--- config.mk ---
export PLATFORM = sky130hd
export DESIGN_NAME = line_edit_command_matcher
export DESIGN_NICKNAME = d
export VERILOG_FILES = /design/src/hw/rtl/lecm_pkg.sv /design/src/hw/rtl/lecm_ctrl.sv /design/src/hw/rtl/lecm_dp.sv /design/src/hw/rtl/line_edit_command_matcher.sv
export SDC_FILE = /design/constraint.sdc
export NUM_CORES = 1
export LEC_CHECK = 0
export BUFFER_PORTS_ARGS = -buffer_cell sky130_fd_sc_hd__clkbuf_2
export CAP_MARGIN = 20
export CORE_ASPECT_RATIO = 0.75
export CORE_MARGIN = 2
export CORE_UTILIZATION = 40
export CTS_BUF_LIST = sky130_fd_sc_hd__clkbuf_2 sky130_fd_sc_hd__clkbuf_4 sky130_fd_sc_hd__clkbuf_8
export CTS_CLUSTER_DIAMETER = 30
export CTS_CLUSTER_SIZE = 14
export DETAILED_ROUTE_END_ITERATION = 10
export PLACE_DENSITY = 0.57
export SYNTH_ARGS = -nofsm -noshare
export SYNTH_HDL_FRONTEND = slang
export SYNTH_SLANG_ARGS = --single-unit
--- constraint.sdc ---
create_clock -name clk -period 2.76 [get_ports clk]
set_input_delay 0.138 -clock clk [delete_from_list [all_inputs] [get_ports clk]]
set_output_delay 0.138 -clock clk [all_outputs]
set_load 0.05 [all_outputs]
--- src/hw/rtl/lecm_pkg.sv ---
// Shared constants, codes, types and the command text table for the line matcher.
`timescale 1ns / 1ps

package lecm_pkg;

  localparam int LINE_CAPACITY = 32;
  localparam int LEN_W         = $clog2(LINE_CAPACITY);
  localparam int NUM_CMD       = 5;

  // action codes
  localparam logic [2:0] ACT_NONE     = 3'd0;
  localparam logic [2:0] ACT_ECHO     = 3'd1;
  localparam logic [2:0] ACT_ERASE    = 3'd2;
  localparam logic [2:0] ACT_PROMPT   = 3'd3;
  localparam logic [2:0] ACT_DONE     = 3'd4;
  localparam logic [2:0] ACT_TOO_LONG = 3'd5;

  // response codes
  localparam logic [2:0] RSP_NONE         = 3'd0;
  localparam logic [2:0] RSP_SWITCHED_ON  = 3'd1;
  localparam logic [2:0] RSP_SWITCHED_OFF = 3'd2;
  localparam logic [2:0] RSP_STATE_ON     = 3'd3;
  localparam logic [2:0] RSP_STATE_OFF    = 3'd4;
  localparam logic [2:0] RSP_HELP         = 3'd5;
  localparam logic [2:0] RSP_UNKNOWN      = 3'd6;

  // command indexes
  localparam logic [2:0] CMD_LED_ON     = 3'd0;
  localparam logic [2:0] CMD_LED_OFF    = 3'd1;
  localparam logic [2:0] CMD_LED_TOGGLE = 3'd2;
  localparam logic [2:0] CMD_STATUS     = 3'd3;
  localparam logic [2:0] CMD_HELP       = 3'd4;

  // special characters
  localparam logic [7:0] CH_CR  = 8'd13;
  localparam logic [7:0] CH_LF  = 8'd10;
  localparam logic [7:0] CH_BS  = 8'd8;
  localparam logic [7:0] CH_DEL = 8'd127;

  // command text, first character in the top byte, zero padded to 16 bytes
  localparam logic [127:0] CMD_TEXT [NUM_CMD] = '{
    {"led on",     80'h0},
    {"led off",    72'h0},
    {"led toggle", 48'h0},
    {"status",     80'h0},
    {"help",       96'h0}
  };

  localparam logic [LEN_W-1:0] CMD_LEN [NUM_CMD] = '{
    LEN_W'(6), LEN_W'(7), LEN_W'(10), LEN_W'(6), LEN_W'(4)
  };

  typedef struct packed {
    logic latch;       // capture the incoming character
    logic scan_start;  // clear the scan index and set every candidate mask bit
    logic rd_issue;    // read the line store at the scan index
    logic cmp;         // compare the read character against the commands
    logic emit;        // load the result and update the line state
  } lecm_cmd_t;

  typedef struct packed {
    logic need_scan;   // incoming character ends a non-empty line
    logic scan_stop;   // current compare is the last one of the line
    logic out_free;    // result register can take a new transaction
  } lecm_status_t;

  function automatic logic [7:0] cmd_char(input logic [2:0] k, input logic [3:0] idx);
    logic [127:0] txt;
    txt = CMD_TEXT[0];
    case (k)
      CMD_LED_ON:     txt = CMD_TEXT[0];
      CMD_LED_OFF:    txt = CMD_TEXT[1];
      CMD_LED_TOGGLE: txt = CMD_TEXT[2];
      CMD_STATUS:     txt = CMD_TEXT[3];
      CMD_HELP:       txt = CMD_TEXT[4];
      default:        txt = '0;
    endcase
    return txt[{~idx, 3'b000} +: 8];
  endfunction

endpackage

--- src/hw/rtl/lecm_ctrl.sv ---
// Sequencer for character handling and the command compare scan.
`timescale 1ns / 1ps

module lecm_ctrl (
  input  logic                  clk,
  input  logic                  rst_n,
  input  logic                  in_valid,
  output logic                  in_stall,
  input  lecm_pkg::lecm_status_t status,
  output lecm_pkg::lecm_cmd_t    cmd
);

  localparam logic [1:0] S_IDLE = 2'd0;
  localparam logic [1:0] S_ADDR = 2'd1;
  localparam logic [1:0] S_CMP  = 2'd2;
  localparam logic [1:0] S_EMIT = 2'd3;

  logic [1:0] state_r;
  logic [1:0] state_nxt;
  logic       accept;

  assign in_stall = (state_r != S_IDLE);
  assign accept   = in_valid && (state_r == S_IDLE);

  always_comb begin
    state_nxt      = state_r;
    cmd            = '0;
    cmd.latch      = accept;
    case (state_r)
      S_IDLE: begin
        if (accept) begin
          if (status.need_scan) begin
            cmd.scan_start = 1'b1;
            state_nxt      = S_ADDR;
          end else begin
            state_nxt = S_EMIT;
          end
        end
      end
      S_ADDR: begin
        cmd.rd_issue = 1'b1;
        state_nxt    = S_CMP;
      end
      S_CMP: begin
        cmd.cmp   = 1'b1;
        state_nxt = status.scan_stop ? S_EMIT : S_ADDR;
      end
      S_EMIT: begin
        if (status.out_free) begin
          cmd.emit  = 1'b1;
          state_nxt = S_IDLE;
        end
      end
      default: state_nxt = S_IDLE;
    endcase
  end

  always_ff @(posedge clk) begin
    if (!rst_n) begin
      state_r <= S_IDLE;
    end else begin
      state_r <= state_nxt;
    end
  end

endmodule

--- src/hw/rtl/lecm_dp.sv ---
// Datapath: line store, length and LED state, compare scan and result register.
`timescale 1ns / 1ps

module lecm_dp (
  input  logic                   clk,
  input  logic                   rst_n,
  input  logic [7:0]             in_rx_char,
  input  lecm_pkg::lecm_cmd_t    cmd,
  output lecm_pkg::lecm_status_t status,
  output logic                   out_valid,
  input  logic                   out_stall,
  output logic [2:0]             out_action,
  output logic [7:0]             out_echo_char,
  output logic [2:0]             out_response,
  output logic                   out_led_drive
);

  localparam int LW = lecm_pkg::LEN_W;

  logic [7:0]    line_mem [lecm_pkg::LINE_CAPACITY];
  logic [7:0]    rd_data_r;
  logic [7:0]    ch_r;
  logic [LW-1:0] len_r, len_nxt;
  logic          led_r, led_nxt;
  logic [LW-1:0] pos_r;
  logic [lecm_pkg::NUM_CMD-1:0] cand_r, cand_nxt;
  logic          out_valid_r;
  logic [2:0]    act_r, act_nxt;
  logic [7:0]    echo_r, echo_nxt;
  logic [2:0]    rsp_r, rsp_nxt;
  logic          led_out_r;
  logic          store_wr;
  logic          is_enter, is_erase, in_enter;
  logic [lecm_pkg::NUM_CMD-1:0] hit;

  assign in_enter = (in_rx_char == lecm_pkg::CH_CR) || (in_rx_char == lecm_pkg::CH_LF);
  assign is_enter = (ch_r == lecm_pkg::CH_CR) || (ch_r == lecm_pkg::CH_LF);
  assign is_erase = (ch_r == lecm_pkg::CH_BS) || (ch_r == lecm_pkg::CH_DEL);

  assign status.need_scan = in_enter && (len_r != '0);
  assign status.scan_stop = (rd_data_r == 8'd0) || ((pos_r + LW'(1)) == len_r);
  assign status.out_free  = !out_valid_r || !out_stall;

  // candidate mask narrows by one character per compare step
  always_comb begin
    for (int k = 0; k < lecm_pkg::NUM_CMD; k++) begin
      cand_nxt[k] = cand_r[k] && (pos_r < lecm_pkg::CMD_LEN[k]) &&
                    (rd_data_r == lecm_pkg::cmd_char(3'(k), pos_r[3:0]));
      hit[k]      = cand_r[k] && (pos_r == lecm_pkg::CMD_LEN[k]);
    end
  end

  always_comb begin
    len_nxt  = len_r;
    led_nxt  = led_r;
    act_nxt  = lecm_pkg::ACT_NONE;
    echo_nxt = 8'd0;
    rsp_nxt  = lecm_pkg::RSP_NONE;
    store_wr = 1'b0;
    if (is_enter) begin
      if (len_r != '0) begin
        len_nxt = '0;
        act_nxt = lecm_pkg::ACT_DONE;
        // pos_r holds the length of the text up to the first zero byte
        if (pos_r == '0) begin
          rsp_nxt = lecm_pkg::RSP_NONE;
        end else if (hit[0]) begin
          led_nxt = 1'b1;
          rsp_nxt = lecm_pkg::RSP_SWITCHED_ON;
        end else if (hit[1]) begin
          led_nxt = 1'b0;
          rsp_nxt = lecm_pkg::RSP_SWITCHED_OFF;
        end else if (hit[2]) begin
          led_nxt = !led_r;
          rsp_nxt = led_r ? lecm_pkg::RSP_SWITCHED_OFF : lecm_pkg::RSP_SWITCHED_ON;
        end else if (hit[3]) begin
          rsp_nxt = led_r ? lecm_pkg::RSP_STATE_ON : lecm_pkg::RSP_STATE_OFF;
        end else if (hit[4]) begin
          rsp_nxt = lecm_pkg::RSP_HELP;
        end else begin
          rsp_nxt = lecm_pkg::RSP_UNKNOWN;
        end
      end else begin
        act_nxt = lecm_pkg::ACT_PROMPT;
      end
    end else if (is_erase) begin
      if (len_r != '0) begin
        len_nxt = len_r - LW'(1);
        act_nxt = lecm_pkg::ACT_ERASE;
      end
    end else if (len_r < LW'(lecm_pkg::LINE_CAPACITY - 1)) begin
      store_wr = 1'b1;
      len_nxt  = len_r + LW'(1);
      act_nxt  = lecm_pkg::ACT_ECHO;
      echo_nxt = ch_r;
    end else begin
      len_nxt = '0;
      act_nxt = lecm_pkg::ACT_TOO_LONG;
    end
  end

  always_ff @(posedge clk) begin
    if (cmd.emit && store_wr) begin
      line_mem[len_r] <= ch_r;
    end
  end

  always_ff @(posedge clk) begin
    if (cmd.rd_issue) begin
      rd_data_r <= line_mem[pos_r];
    end
  end

  always_ff @(posedge clk) begin
    if (cmd.latch) begin
      ch_r <= in_rx_char;
    end
    if (cmd.scan_start) begin
      pos_r  <= '0;
      cand_r <= '1;
    end else if (cmd.cmp && (rd_data_r != 8'd0)) begin
      pos_r  <= pos_r + LW'(1);
      cand_r <= cand_nxt;
    end
    if (cmd.emit) begin
      act_r     <= act_nxt;
      echo_r    <= echo_nxt;
      rsp_r     <= rsp_nxt;
      led_out_r <= led_nxt;
    end
  end

  always_ff @(posedge clk) begin
    if (!rst_n) begin
      len_r       <= '0;
      led_r       <= 1'b0;
      out_valid_r <= 1'b0;
    end else begin
      if (cmd.emit) begin
        len_r <= len_nxt;
        led_r <= led_nxt;
      end
      if (cmd.emit) begin
        out_valid_r <= 1'b1;
      end else if (!out_stall) begin
        out_valid_r <= 1'b0;
      end
    end
  end

  assign out_valid     = out_valid_r;
  assign out_action    = act_r;
  assign out_echo_char = echo_r;
  assign out_response  = rsp_r;
  assign out_led_drive = led_out_r;

endmodule

--- src/hw/rtl/line_edit_command_matcher.sv ---
// Top level of the line edit command matcher.
//
// Input channel: one received character per transaction (in_rx_char), with
// in_valid / in_stall. Result channel: one transaction per character with
// out_action, out_echo_char, out_response and out_led_drive.
// An ordinary character, backspace, delete or Enter on an empty line is loaded
// into the result register from the emit state once that register is free.
// Enter on a non-empty line scans the line store character by character
// (memory read, then a compare against all five commands in parallel),
// stopping at the end of the line or its first zero byte; a line holds at
// most 31 characters. One character is in work at a time; the next is taken
// once the previous result has been loaded into the output register, so it
// can arrive while that result still waits.
// Reset (rst_n low, synchronous) empties the line, turns the LED off and
// drops any pending result; the line store itself is not cleared.
// While out_stall is high the result holds; a finished character then waits
// in the controller and in_stall stays high until the register frees up.
`timescale 1ns / 1ps

module line_edit_command_matcher (
  input  logic       clk,
  input  logic       rst_n,
  input  logic       in_valid,
  output logic       in_stall,
  input  logic [7:0] in_rx_char,
  output logic       out_valid,
  input  logic       out_stall,
  output logic [2:0] out_action,
  output logic [7:0] out_echo_char,
  output logic [2:0] out_response,
  output logic       out_led_drive
);

  lecm_pkg::lecm_cmd_t    cmd;
  lecm_pkg::lecm_status_t status;

  lecm_ctrl u_ctrl (
    .clk      (clk),
    .rst_n    (rst_n),
    .in_valid (in_valid),
    .in_stall (in_stall),
    .status   (status),
    .cmd      (cmd)
  );

  lecm_dp u_dp (
    .clk           (clk),
    .rst_n         (rst_n),
    .in_rx_char    (in_rx_char),
    .cmd           (cmd),
    .status        (status),
    .out_valid     (out_valid),
    .out_stall     (out_stall),
    .out_action    (out_action),
    .out_echo_char (out_echo_char),
    .out_response  (out_response),
    .out_led_drive (out_led_drive)
  );

  // one character in work at a time
  a_one_in_flight: assert property (@(posedge clk) disable iff (!rst_n)
    in_valid && !in_stall |=> in_stall)
    else $error("input taken while a character is in work");

  // a response is only reported for a completed line
  a_rsp_only_done: assert property (@(posedge clk) disable iff (!rst_n)
    out_valid && (out_action != lecm_pkg::ACT_DONE) |-> out_response == lecm_pkg::RSP_NONE)
    else $error("response on a result that is not a completed line");

  // echo byte is zero unless the character was stored
  a_echo_only_echo: assert property (@(posedge clk) disable iff (!rst_n)
    out_valid && (out_action != lecm_pkg::ACT_ECHO) |-> out_echo_char == 8'd0)
    else $error("echo byte set on a non-echo result");

  // the result is never reloaded while the receiver stalls
  a_no_overwrite: assert property (@(posedge clk) disable iff (!rst_n)
    out_valid && out_stall |-> !cmd.emit)
    else $error("result register loaded while stalled");

endmodule

==> results of run 1 <==
## what timing repair did
item,4_1_cts,5_1_grt
hold buffers,13,0
setup endpoints to repair,0,37
hold endpoints to repair,17,0
resized for setup,0,1
buffers inserted,0,1
## registers in the layout, summed over array words and instances, names as in the netlist, 2 cells and up
name / count
u_dp.out_action: 3
u_dp.len_r: 5
u_dp.out_echo_char: 8
u_dp.cand_r: 5
u_dp.pos_r: 5
u_dp.ch_r: 8
u_ctrl.state_r: 2
u_dp.rd_data_r: 8
u_dp.line_mem: 256
u_dp.out_response: 3
## cell families after synthesis
group,after synthesis,share of synthesized area [%]
muxes,93,14.05
adders and majority gates,16,1.534
and+or+nand+nor,173,6.644
AOI/OAI and AO/OA,88,4.804
xor gates and xnor gates,26,1.745
buffers and inverters,59,2.272
DFF,306,68.95
## worst min-delay path by stage
stage              endpoint  slack (ns)  depth (start not counted)
4_1_cts        u_dp.ch_r[3]        0.25                          2
3_3_place_gp   u_dp.ch_r[4]        0.34                          1
3_5_place_dp   u_dp.ch_r[5]        0.34                          1
5_1_grt        u_dp.ch_r[6]        0.28                          2
6_report       u_dp.ch_r[6]        0.30                          2
2_1_floorplan  u_dp.ch_r[0]        0.24                          0
## worst register-to-register path, delay by kind of cell, from the launching register on
family | cells | cell delay [ns]
AOI/OAI and AO/OA | 1 | 0.10
buffers and inverters | 1 | 0.21
and+or+nand+nor | 4 | 1.49
DFF | 1 | 0.46
## per-layer routing
metal	up-vias	share of wire, %
met2	251	45
met4	0	2.2
li1	3208	-
met3	56	7.2
met1	3738	46
met5	-	0
## per-stage QoR
step	util [%]	cell area (µm²)	TNS [ns]	hold slack (ns)
finish	46.68	15050	0	0.3009
global route	46.68	15050	-1.047	0.2814
CTS	46.57	15010	0	0.2514
detailed placement	43.13	13900	0	0.3440
global placement	43.13	13900	0	0.3396
floorplan	-	13050	0	0.2369
## placed cells by master (no fill, tap or decap), drive strengths merged, types with 10 or more instances in the layout
master       instances
dfxtp               19
a21oi               15
mux4                72
ha                  16
xor2                10
o21ai               12
edfxtp             287
clkinv              11
o22ai               11
nor2                60
a21o                10
buf                 45
nand2               34
mux2i               20
clkbuf              75
inv                 23
dlygate4sd3         13
xnor2               16
nand3               10
## where the power goes
part	total, W	switching (W)	leakage [nW]	internal, W
clock network	0.00400	0.00185	0.488	0.00214
logic	0.00416	0.00221	1.76	0.00195
registers	0.00558	0.000311	2.75	0.00527
total	0.0137	0.00437	4.99	0.00937
## area by class of cell
class,count,area share [%]
Clock buffer,46,4.082
Inverter,15,0.3742
Clock inverter,31,2.411
Tap cell,442,3.675
Sequential cell,306,59.85
Timing Repair Buffer,87,4.640
Multi-Input combinational cell,396,24.97
==> parameters.txt, run 1 <==
Parameter                              Value

Detailed routing
  Total length of routed wires    30.56 mm
  Drt via density    5.482
  WL/cell    23.10 µm
  Vias    7,253
  Length of the first detailed-routing pass in iterations    6
  Drc violations    0
  Residual antenna-violating net count after detailed routing    0
  First-iteration detailed-routing DRC count    656

Layout
  Net count reported at finish    876
  Proportion of layout cells with a drive suffix above 1    26.79%
  Non-filler cells in the finished layout    1,323
  Number of fill cells    2,744
  Footprint of the flip-flops and latches    9006 µm²
  Footprint of the multi-input gates    3757 µm²
  Diode insertion count for antenna repair    0
  Area added between synthesis and finish    15.31%

Synthesis
  Flip-flop and latch count after synthesis    306
  Share of Yosys cell area claimed by the top area cell type    66.04%
  Yosys cell types    66
  Synth top cells by count    287 x sky130_fd_sc_hd__edfxtp_1, 72 x sky130_fd_sc_hd__mux4_2, 60 x sky130_fd_sc_hd__nor2_1
  Synth Area per Inst    17.15 µm²
  Number of flops mapped to enable cells by yosys    287
  Most common cell in the synthesized netlist    sky130_fd_sc_hd__edfxtp_1
  Sequential fraction of the synthesis area    68.95%
  Synth top area cells    sky130_fd_sc_hd__edfxtp_1 66%, sky130_fd_sc_hd__mux4_2 12%, sky130_fd_sc_hd__dfxtp_1 2.9%
  Number of synthesis warnings    0
  Net count of the mapped netlist    789
  Top cell type by total area after synthesis    sky130_fd_sc_hd__edfxtp_1
  Netlist area before placement    13,050 µm²
  Number of instances in the synthesized netlist    761
  Async set-reset flop share out of synthesis    0%
  Flip-flop cell with the highest count after synthesis    sky130_fd_sc_hd__edfxtp_1

Worst setup path
  Delay contributed by the slowest stage of the critical path    0.72 ns
  Combined buffer and inverter count along the critical path    1
  Capturing point of the worst reg2reg path    u_dp.line_mem[9][6]
  Type of element capturing the critical path    flop
  Slowest cell on the critical path    sky130_fd_sc_hd__nor2_1
  Ordered list of cells on the worst path    nand3b_1 > a211oi_1 > nor4_1 > buf_4 > nand2_1 > nor2_1
  Critical path origin    u_dp.ch_r[0]
  Endpoint required time on the critical path    2.95 ns
  R2R setup slack    0.11 ns
  Register-to-Register Path Depth    6
  Worst Path Arrival    2.84 ns
  Total stage count of the critical path    6
  End point of the critical path    u_dp.line_mem[9][6]
  Crit path launch type    flop
  Critical setup path kind    reg2reg
  Worst reg2reg path startpoint    u_dp.ch_r[0]
  Largest delay contributor family on the critical path    simple AND/OR/NAND/NOR gates
  Critical path peak fanout    8

STA
  Final hold violation count    0
  Setup repair after global routing missed its margin    yes
  Slew at the pin closest to its max-slew limit    1.074 ns
  Final critical-path required period    2.653 ns
  Max Clock Skew    0.02579 ns
  Final setup margin    0.1068 ns
  Slew HR    27.77%
  Final Setup Violations    0
  Period utilisation layout    96.13%
  Number of slew-limit violations in the final report    0
  Fmax    376.9 MHz

Flow run
  Max-capacitance violation count    0

Place
  Dpl cells    1,231
  Global placer's final weighted congestion    0.8291
  Post-DP HPWL    20.06 mm
  Port Buffer Count    28
  Worst setup timing slack at the placement stage    0.1508 ns

GRT
  Via count of the first global-routing pass    7,380
  Antenna violations before repair    1
  Most utilized layer in the global route result    met2
  Met1 demand-to-capacity share in global routing    26.26%
  Maximum number of pins on one net before global-route repair    41
  Global-route wire length before repair    45.48 mm
  GR Util met2    27.26%
  GRT Residual Overflow    0
  Grt met3 use    4.185%
  GR Util All Layers    18.07%

CTS
  H-tree depth    2
  Number of sinks on the clock net    306
  Clock latency reported for the late side of the worst-skew pair    0.58 ns
  CTS Root Buffer Type    sky130_fd_sc_hd__clkbuf_8
  Inserted Clock Buffers    42
  Clock tree buffer depth    3
  Clock tree from TritonCTS    yes
  Clock-pin transition on the worst setup and hold timing paths    0.07 ns

Floorplan
  Die Span Y    160.4 µm
  Effective utilization at floorplan    40.48%
  Die Wd    212.6 µm
  Site row count    57
  Number of top-level pins    29
  Die Footprint    34,100 µm²
  Core Box Area    32,240 µm²

Min path
  Hold Path Origin    in_rx_char[6]
  Min-Delay Path Class    in2reg

Power and ir drop
  Cell Pwr Density    913.1 nW/µm²
  Worst supply voltage drop on vdd    0.0005723 V
  Pwr Total    0.01374 W
  Static Leakage    4.994 nW

Run status
  Outcome    finished, final reports clean
Note: power is estimated with default switching activity, not from simulation.
==> run 2, diff against run 1 <==
--- a/config.mk
+++ b/config.mk
@@ -16,4 +16,5 @@
 export DETAILED_ROUTE_END_ITERATION = 10
 export PLACE_DENSITY = 0.57
+export SETUP_SLACK_MARGIN = 0.4
 export SYNTH_ARGS = -nofsm -noshare
 export SYNTH_HDL_FRONTEND = slang
==> constraint.sdc (replaced) <==
create_clock -name clk -period 2.76 [get_ports clk]
set_input_delay 0 -clock clk [delete_from_list [all_inputs] [get_ports clk]]
set_output_delay 0 -clock clk [all_outputs]
set_load 0.05 [all_outputs]
==> parameters.txt, run 2 (same netlist as run 1, synthesis figures left out) <==
Parameter                              Value

Power and ir drop
  Cell Pwr Density    916.4 nW/µm² (+0.36%)
  Worst supply voltage drop on vdd    0.0005119 V (-11%)
  Static Leakage    5.103 nW (+2.2%)

CTS
  Clock latency reported for the late side of the worst-skew pair    0.59 ns (about the same)
  H-tree depth    2 (unchanged)
  Clock tree buffer depth    3 (unchanged)
  CTS Root Buffer Type    sky130_fd_sc_hd__clkbuf_8
  Inserted Clock Buffers    53 (+26%)
  Clock tree from TritonCTS    yes
  Clock-pin transition on the worst setup and hold timing paths    0.07 ns (about the same)
  Number of sinks on the clock net    306 (unchanged)

Detailed routing
  Met2 wire len    13.21 mm (-3.6%)
  WL/cell    22.18 µm (-3.9%)
  Top Metal Used    met4
  Drt via density    5.417 (-1.2%)
  Length of the first detailed-routing pass in iterations    5 (-1)
  Vias    7,281 (+0.39%)
  First-iteration detailed-routing DRC count    666 (+1.5%)
  Drc violations    0 (unchanged)
  Total length of routed wires    29.82 mm (-2.4%)
  Routed met1 length    13.75 mm (-1.7%)
  Residual antenna-violating net count after detailed routing    0 (unchanged)
  Routed length on met3    2.157 mm (-1.9%)

Layout
  Most common cell after layout, fill and taps aside    sky130_fd_sc_hd__edfxtp_1
  Proportion of layout cells with a drive suffix above 1    33.37% (+6.6 points)
  Most used cells in the layout excluding fill and tap cells    287 x sky130_fd_sc_hd__edfxtp_1, 72 x sky130_fd_sc_hd__mux4_2, 55 x sky130_fd_sc_hd__clkbuf_8
  Largest register FFs    256 (unchanged)
  Area added between synthesis and finish    18.03%
  Footprint of the multi-input gates    3946 µm² (+5.0%)
  Footprint of the flip-flops and latches    9006 µm² (unchanged)
  Register with the highest flop count    u_dp.line_mem
  Diode insertion count for antenna repair    0 (unchanged)
  Number of fill cells    2,695 (-1.8%)
  Post-route design area    15,400 µm² (+2.4%)
  Net count reported at finish    885 (+1.0%)

STA
  Setup repair after global routing missed its margin    yes
  Period utilisation layout    85.92% (-10 points)
  Slew at the pin closest to its max-slew limit    1.005 ns (-0.06964 ns)
  Slew HR    32.45% (+4.7 points)
  Final setup margin    0.3886 ns (+0.2818 ns)
  Number of slew-limit violations in the final report    0 (unchanged)
  Final Setup Violations    0 (unchanged)
  Fin Setup TNS    0 ns (unchanged)
  Fmax    421.7 MHz (+12%)
  Final critical-path required period    2.371 ns (-0.2818 ns)
  Max Clock Skew    0.02074 ns (-0.005046 ns)
  Final hold violation count    0 (unchanged)

GRT
  Antenna violations before repair    0 (-1)
  Via count of the first global-routing pass    7,424 (+0.60%)
  GRT Residual Overflow    0 (unchanged)
  Maximum number of pins on one net before global-route repair    57 (+39%)
  Global-route wire length before repair    45.64 mm (+0.35%)
  GR Util All Layers    18.02% (-0.051 points)

Place
  Cell area reported after detailed placement    14,040 µm² (+0.99%)
  Worst setup timing slack at the placement stage    0.3689 ns (+0.2182 ns)
  Port Buffer Count    28 (unchanged)
  Global placer's final weighted congestion    0.8458 (+2.0%)
  Post-DP HPWL    19.45 mm (-3.0%)

Worst setup path
  Endpoint required time on the critical path    2.98 ns (+0.03 ns)
  Capturing point of the worst reg2reg path    u_dp.line_mem[5][2]
  Register-to-Register Path Depth    7 (+1)
  End point of the critical path    u_dp.line_mem[5][2]
  Type of element capturing the critical path    flop
  Worst reg2reg path startpoint    u_dp.len_r[4]
  Crit path launch type    flop
  R2R setup slack    0.39 ns (+0.28 ns)
  Critical path origin    u_dp.len_r[4]
  Critical path peak fanout    9 (+1)
  Worst Path Arrival    2.59 ns (-0.25 ns)
  Critical setup path kind    reg2reg

Min path
  Min-Delay Path Class    in2reg

Floorplan
  Number of top-level pins    29 (unchanged)
  Die Wd    212.6 µm (unchanged)
  Core Box Area    32,240 µm² (unchanged)
  Die Footprint    34,100 µm² (unchanged)
  Die Span Y    160.4 µm (unchanged)
  Site row count    57 (unchanged)
  Effective utilization at floorplan    40.48% (unchanged)

Flow run
  Max-capacitance violation count    0 (unchanged)

Run status
  Outcome    finished, final reports clean
==> run 2: per-stage QoR <==
stage / hold WS (ns) / utilization (%) / total power, W / instances
2_1_floorplan: 0.09887 / - / 0.008552 / 761
3_3_place_gp: 0.1966 / 43.56 / 0.009621 / 1232
3_5_place_dp: 0.1983 / 43.56 / 0.009645 / 1232
4_1_cts: 0.1085 / 47.68 / 0.01422 / 1343
5_1_grt: 0.1344 / 47.78 / 0.01476 / 1344
6_report: 0.1574 / 47.78 / 0.01412 / 1344
==> run 2: metal layers <==
layer	global-route usage (%)	up-vias
li1	-	3239
met1	27.29	3716
met2	25.89	287
met3	4.048	39
met4	5.722	0
met5	0	-
==> run 2: how the worst min path moves through the flow <==
stage	startpoint	endpoint	slack, ns	depth (start not counted)
finish	in_rx_char[7]	u_dp.ch_r[7]	0.16	2
global route	in_rx_char[1]	u_dp.ch_r[1]	0.13	2
floorplan	in_rx_char[0]	u_dp.ch_r[0]	0.1	0
CTS	in_rx_char[7]	u_dp.ch_r[7]	0.11	2
detailed placement	in_rx_char[7]	u_dp.ch_r[7]	0.20	1
global placement	in_rx_char[7]	u_dp.ch_r[7]	0.20	1
==> run 2: what timing repair did <==
| action | 4_1_cts | 5_1_grt |
|---|---|---|
| hold endpoints to repair | 28 | 0 |
| resized for setup | 2 | 6 |
| hold buffers | 11 | 0 |
| buffers inserted | 0 | 0 |
| gates cloned | 0 | 0 |
| setup endpoints to repair | 12 | 124 |
==> run 2: final cells by class <==
class | instances | share of cell area (%)
Clock buffer | 59 | 5.109
Inverter | 15 | 0.3655
Multi-Input combinational cell | 396 | 25.62
Clock inverter | 41 | 2.754
Sequential cell | 306 | 58.47
Timing Repair Buffer | 85 | 4.094
Tap cell | 442 | 3.590
==> run 2: power by group <==
part           internal (W)  switching, W
Combinational       0.00189       0.00215
Clock               0.00238       0.00217
Sequential          0.00528      0.000256
Total               0.00954       0.00458
==> run 2: critical path: stages, from the launching register on <==
cell	delay [ns]
sky130_fd_sc_hd__dfxtp_1	0.37
sky130_fd_sc_hd__buf_4	0.19
sky130_fd_sc_hd__nand3_1	0.12
sky130_fd_sc_hd__nor2_1	0.12
sky130_fd_sc_hd__nor4_4	0.28
sky130_fd_sc_hd__buf_4	0.20
sky130_fd_sc_hd__nand2_2	0.22
sky130_fd_sc_hd__nor2_2	0.49
==> run 3, diff against run 2 <==
- RECOVER_POWER: not set -> 50
==> parameters.txt, run 3 (same netlist as run 1, synthesis figures left out) <==
Parameter                              Value

CTS
  Total setup buffers inserted after CTS    0 (unchanged)
  Clock tree from TritonCTS    yes
  H-tree depth    2 (unchanged)
  Inserted Clock Buffers    53 (unchanged)
  Clock tree buffer depth    3 (unchanged)
  CTS Root Buffer Type    sky130_fd_sc_hd__clkbuf_8
  Number of sinks on the clock net    306 (unchanged)
  Clock latency reported for the late side of the worst-skew pair    0.59 ns (about the same)
  Clock-pin transition on the worst setup and hold timing paths    0.07 ns (about the same)

Worst setup path
  Cell occurring most often along the worst timing path    sky130_fd_sc_hd__buf_4
  Critical setup path kind    reg2reg
  Capturing point of the worst reg2reg path    u_dp.line_mem[5][2]
  Register-to-Register Path Depth    7 (unchanged)
  Type of element capturing the critical path    flop
  Crit path launch type    flop
  Worst reg2reg path startpoint    u_dp.len_r[4]
  Worst Path Arrival    2.60 ns (about the same)
  Ordered list of cells on the worst path    buf_4 > nand3_1 > nor2_1 > nor4_4 > buf_4 > nand2_2 > nor2_2
  Endpoint required time on the critical path    2.98 ns (about the same)
  Combined buffer and inverter count along the critical path    2 (unchanged)
  Critical path peak fanout    9 (unchanged)
  Slowest cell on the critical path    sky130_fd_sc_hd__nor2_2
  R2R setup slack    0.38 ns (about the same)
  Largest delay contributor family on the critical path    simple AND/OR/NAND/NOR gates
  Delay contributed by the slowest stage of the critical path    0.49 ns (about the same)

GRT
  Met1 demand-to-capacity share in global routing    27.29% (unchanged)
  GR Util All Layers    18.02% (unchanged)
  Via count of the first global-routing pass    7,424 (unchanged)
  Grt met3 use    4.048% (unchanged)
  Antenna violations before repair    0 (unchanged)
  Most utilized layer in the global route result    met1
  Maximum number of pins on one net before global-route repair    57 (unchanged)
  GRT Residual Overflow    0 (unchanged)
  Global-route wire length before repair    45.64 mm (unchanged)
  GR Util met2    25.89% (unchanged)

Detailed routing
  Residual antenna-violating net count after detailed routing    0 (unchanged)
  WL/cell    22.22 µm (+0.15%)
  Length of the first detailed-routing pass in iterations    5 (unchanged)
  Drt via density    5.427 (+0.18%)
  Drc violations    0 (unchanged)
  Vias    7,294 (+0.18%)
  First-iteration detailed-routing DRC count    597 (-10%)
  Total length of routed wires    29.86 mm (+0.15%)

Power and ir drop
  Cell Pwr Density    920.4 nW/µm² (+0.44%)
  Static Leakage    4.996 nW (-2.1%)
  Worst supply voltage drop on vdd    0.0005121 V (about the same)

Layout
  Diode insertion count for antenna repair    0 (unchanged)
  Area added between synthesis and finish    17.54%
  Footprint of the flip-flops and latches    9006 µm² (unchanged)
  Most common cell after layout, fill and taps aside    sky130_fd_sc_hd__edfxtp_1
  Proportion of layout cells with a drive suffix above 1    29.60% (-3.8 points)
  Footprint of the multi-input gates    3946 µm² (unchanged)
  Register with the highest flop count    u_dp.line_mem
  Core utilization of the finished layout    47.58% (-0.20 points)
  Number of fill cells    2,722 (+1.0%)
  Net count reported at finish    885 (unchanged)
  Largest register FFs    256 (unchanged)
  Most used cells in the layout excluding fill and tap cells    287 x sky130_fd_sc_hd__edfxtp_1, 72 x sky130_fd_sc_hd__mux4_2, 55 x sky130_fd_sc_hd__clkbuf_8

STA
  Final setup margin    0.3813 ns (-0.007316 ns)
  Slew at the pin closest to its max-slew limit    1.923 ns (+0.9187 ns)
  Final hold violation count    0 (unchanged)
  Fin Setup TNS    0 ns (unchanged)
  Final Setup Violations    0 (unchanged)
  Final critical-path required period    2.379 ns (+0.007316 ns)
  Number of slew-limit violations in the final report    168 (+168)
  Fmax    420.4 MHz (-0.31%)
  Setup repair after global routing missed its margin    yes
  Slew HR    -28.23% (-61 points)
  Max Clock Skew    0.01798 ns (-0.002760 ns)
  Period utilisation layout    86.18% (+0.27 points)

Flow run
  Max-capacitance violation count    5 (+5)

Min path
  Min-Delay Path Class    in2reg
  Cell depth of the worst hold path    2 (unchanged)
  WHS Endpoint    u_dp.ch_r[6]
  Hold Path Origin    in_rx_char[6]

Floorplan
  Site row count    57 (unchanged)
  Die Wd    212.6 µm (unchanged)
  Effective utilization at floorplan    40.48% (unchanged)
  Die Span Y    160.4 µm (unchanged)
  Core Box Area    32,240 µm² (unchanged)
  Die Footprint    34,100 µm² (unchanged)
  Number of top-level pins    29 (unchanged)

Run status
  Outcome    complete, but fails checks
  Violated checks    capacitance limit, slew limit

Place
  Global placer's final weighted congestion    0.8458 (unchanged)
  Worst setup timing slack at the placement stage    0.3689 ns (unchanged)
  Port Buffer Count    28 (unchanged)
  Post-DP HPWL    19.45 mm (unchanged)
[run 3: cell types whose count changed in the layout (fill, tap and decap cells not counted)]
cell                       delta
sky130_fd_sc_hd__clkbuf_1    +34
sky130_fd_sc_hd__clkbuf_2    -25
sky130_fd_sc_hd__buf_4        -9
[run 3: repair_timing]
item / 4_1_cts / 5_1_grt
setup endpoints to repair: 12 / 124
hold buffers: 11 / 0
gates resized for setup: 2 / 6
hold endpoints to repair: 28 / 0
[run 3: worst max-delay path by stage]
stage,slack (ns),cells past startpoint,to,start
2_1_floorplan,0.38,5,u_dp.line_mem[12][0],u_dp.ch_r[0]
3_3_place_gp,0.47,7,u_dp.line_mem[5][1],u_dp.len_r[4]
3_5_place_dp,0.37,7,u_dp.cand_r[4],u_dp.pos_r[0]
4_1_cts,0.39,7,u_dp.line_mem[19][3],u_dp.ch_r[2]
5_1_grt,0.27,7,u_dp.line_mem[19][3],u_dp.ch_r[0]
6_report,0.38,7,u_dp.line_mem[5][2],u_dp.len_r[4]
[run 3: area by class of cell]
cell class | count | share of cell area [%]
flip-flops and latches | 306 | 58.72
repair buffers | 85 | 3.687
clock inverters | 41 | 2.765
well taps | 442 | 3.606
multi-input cells | 396 | 25.73
clock buffers | 59 | 5.131
inverters | 15 | 0.3671
[run 3: report_power, final]
group          internal, W  switching [W]
Sequential         0.00528       0.000253
Clock              0.00238        0.00218
Combinational      0.00187        0.00216
Total              0.00953        0.00459
[run 3: metal layers]
| metal | vias to the layer above | part of all wire, % |
|---|---|---|
| met5 | - | 0 |
| met2 | 267 | 44 |
| met4 | 0 | 2.1 |
| met3 | 38 | 6.4 |
| li1 | 3245 | - |
| met1 | 3744 | 47 |
[run 3: stage by stage]
step	instance area, µm²	total power [W]	cells	hold slack [ns]
4_1_cts	15370	0.01422	1343	0.1085
5_1_grt	15340	0.01476	1344	0.1671
2_1_floorplan	13220	0.008552	761	0.09887
3_3_place_gp	14040	0.009621	1232	0.1966
6_report	15340	0.01412	1344	0.1829
3_5_place_dp	14040	0.009645	1232	0.1983
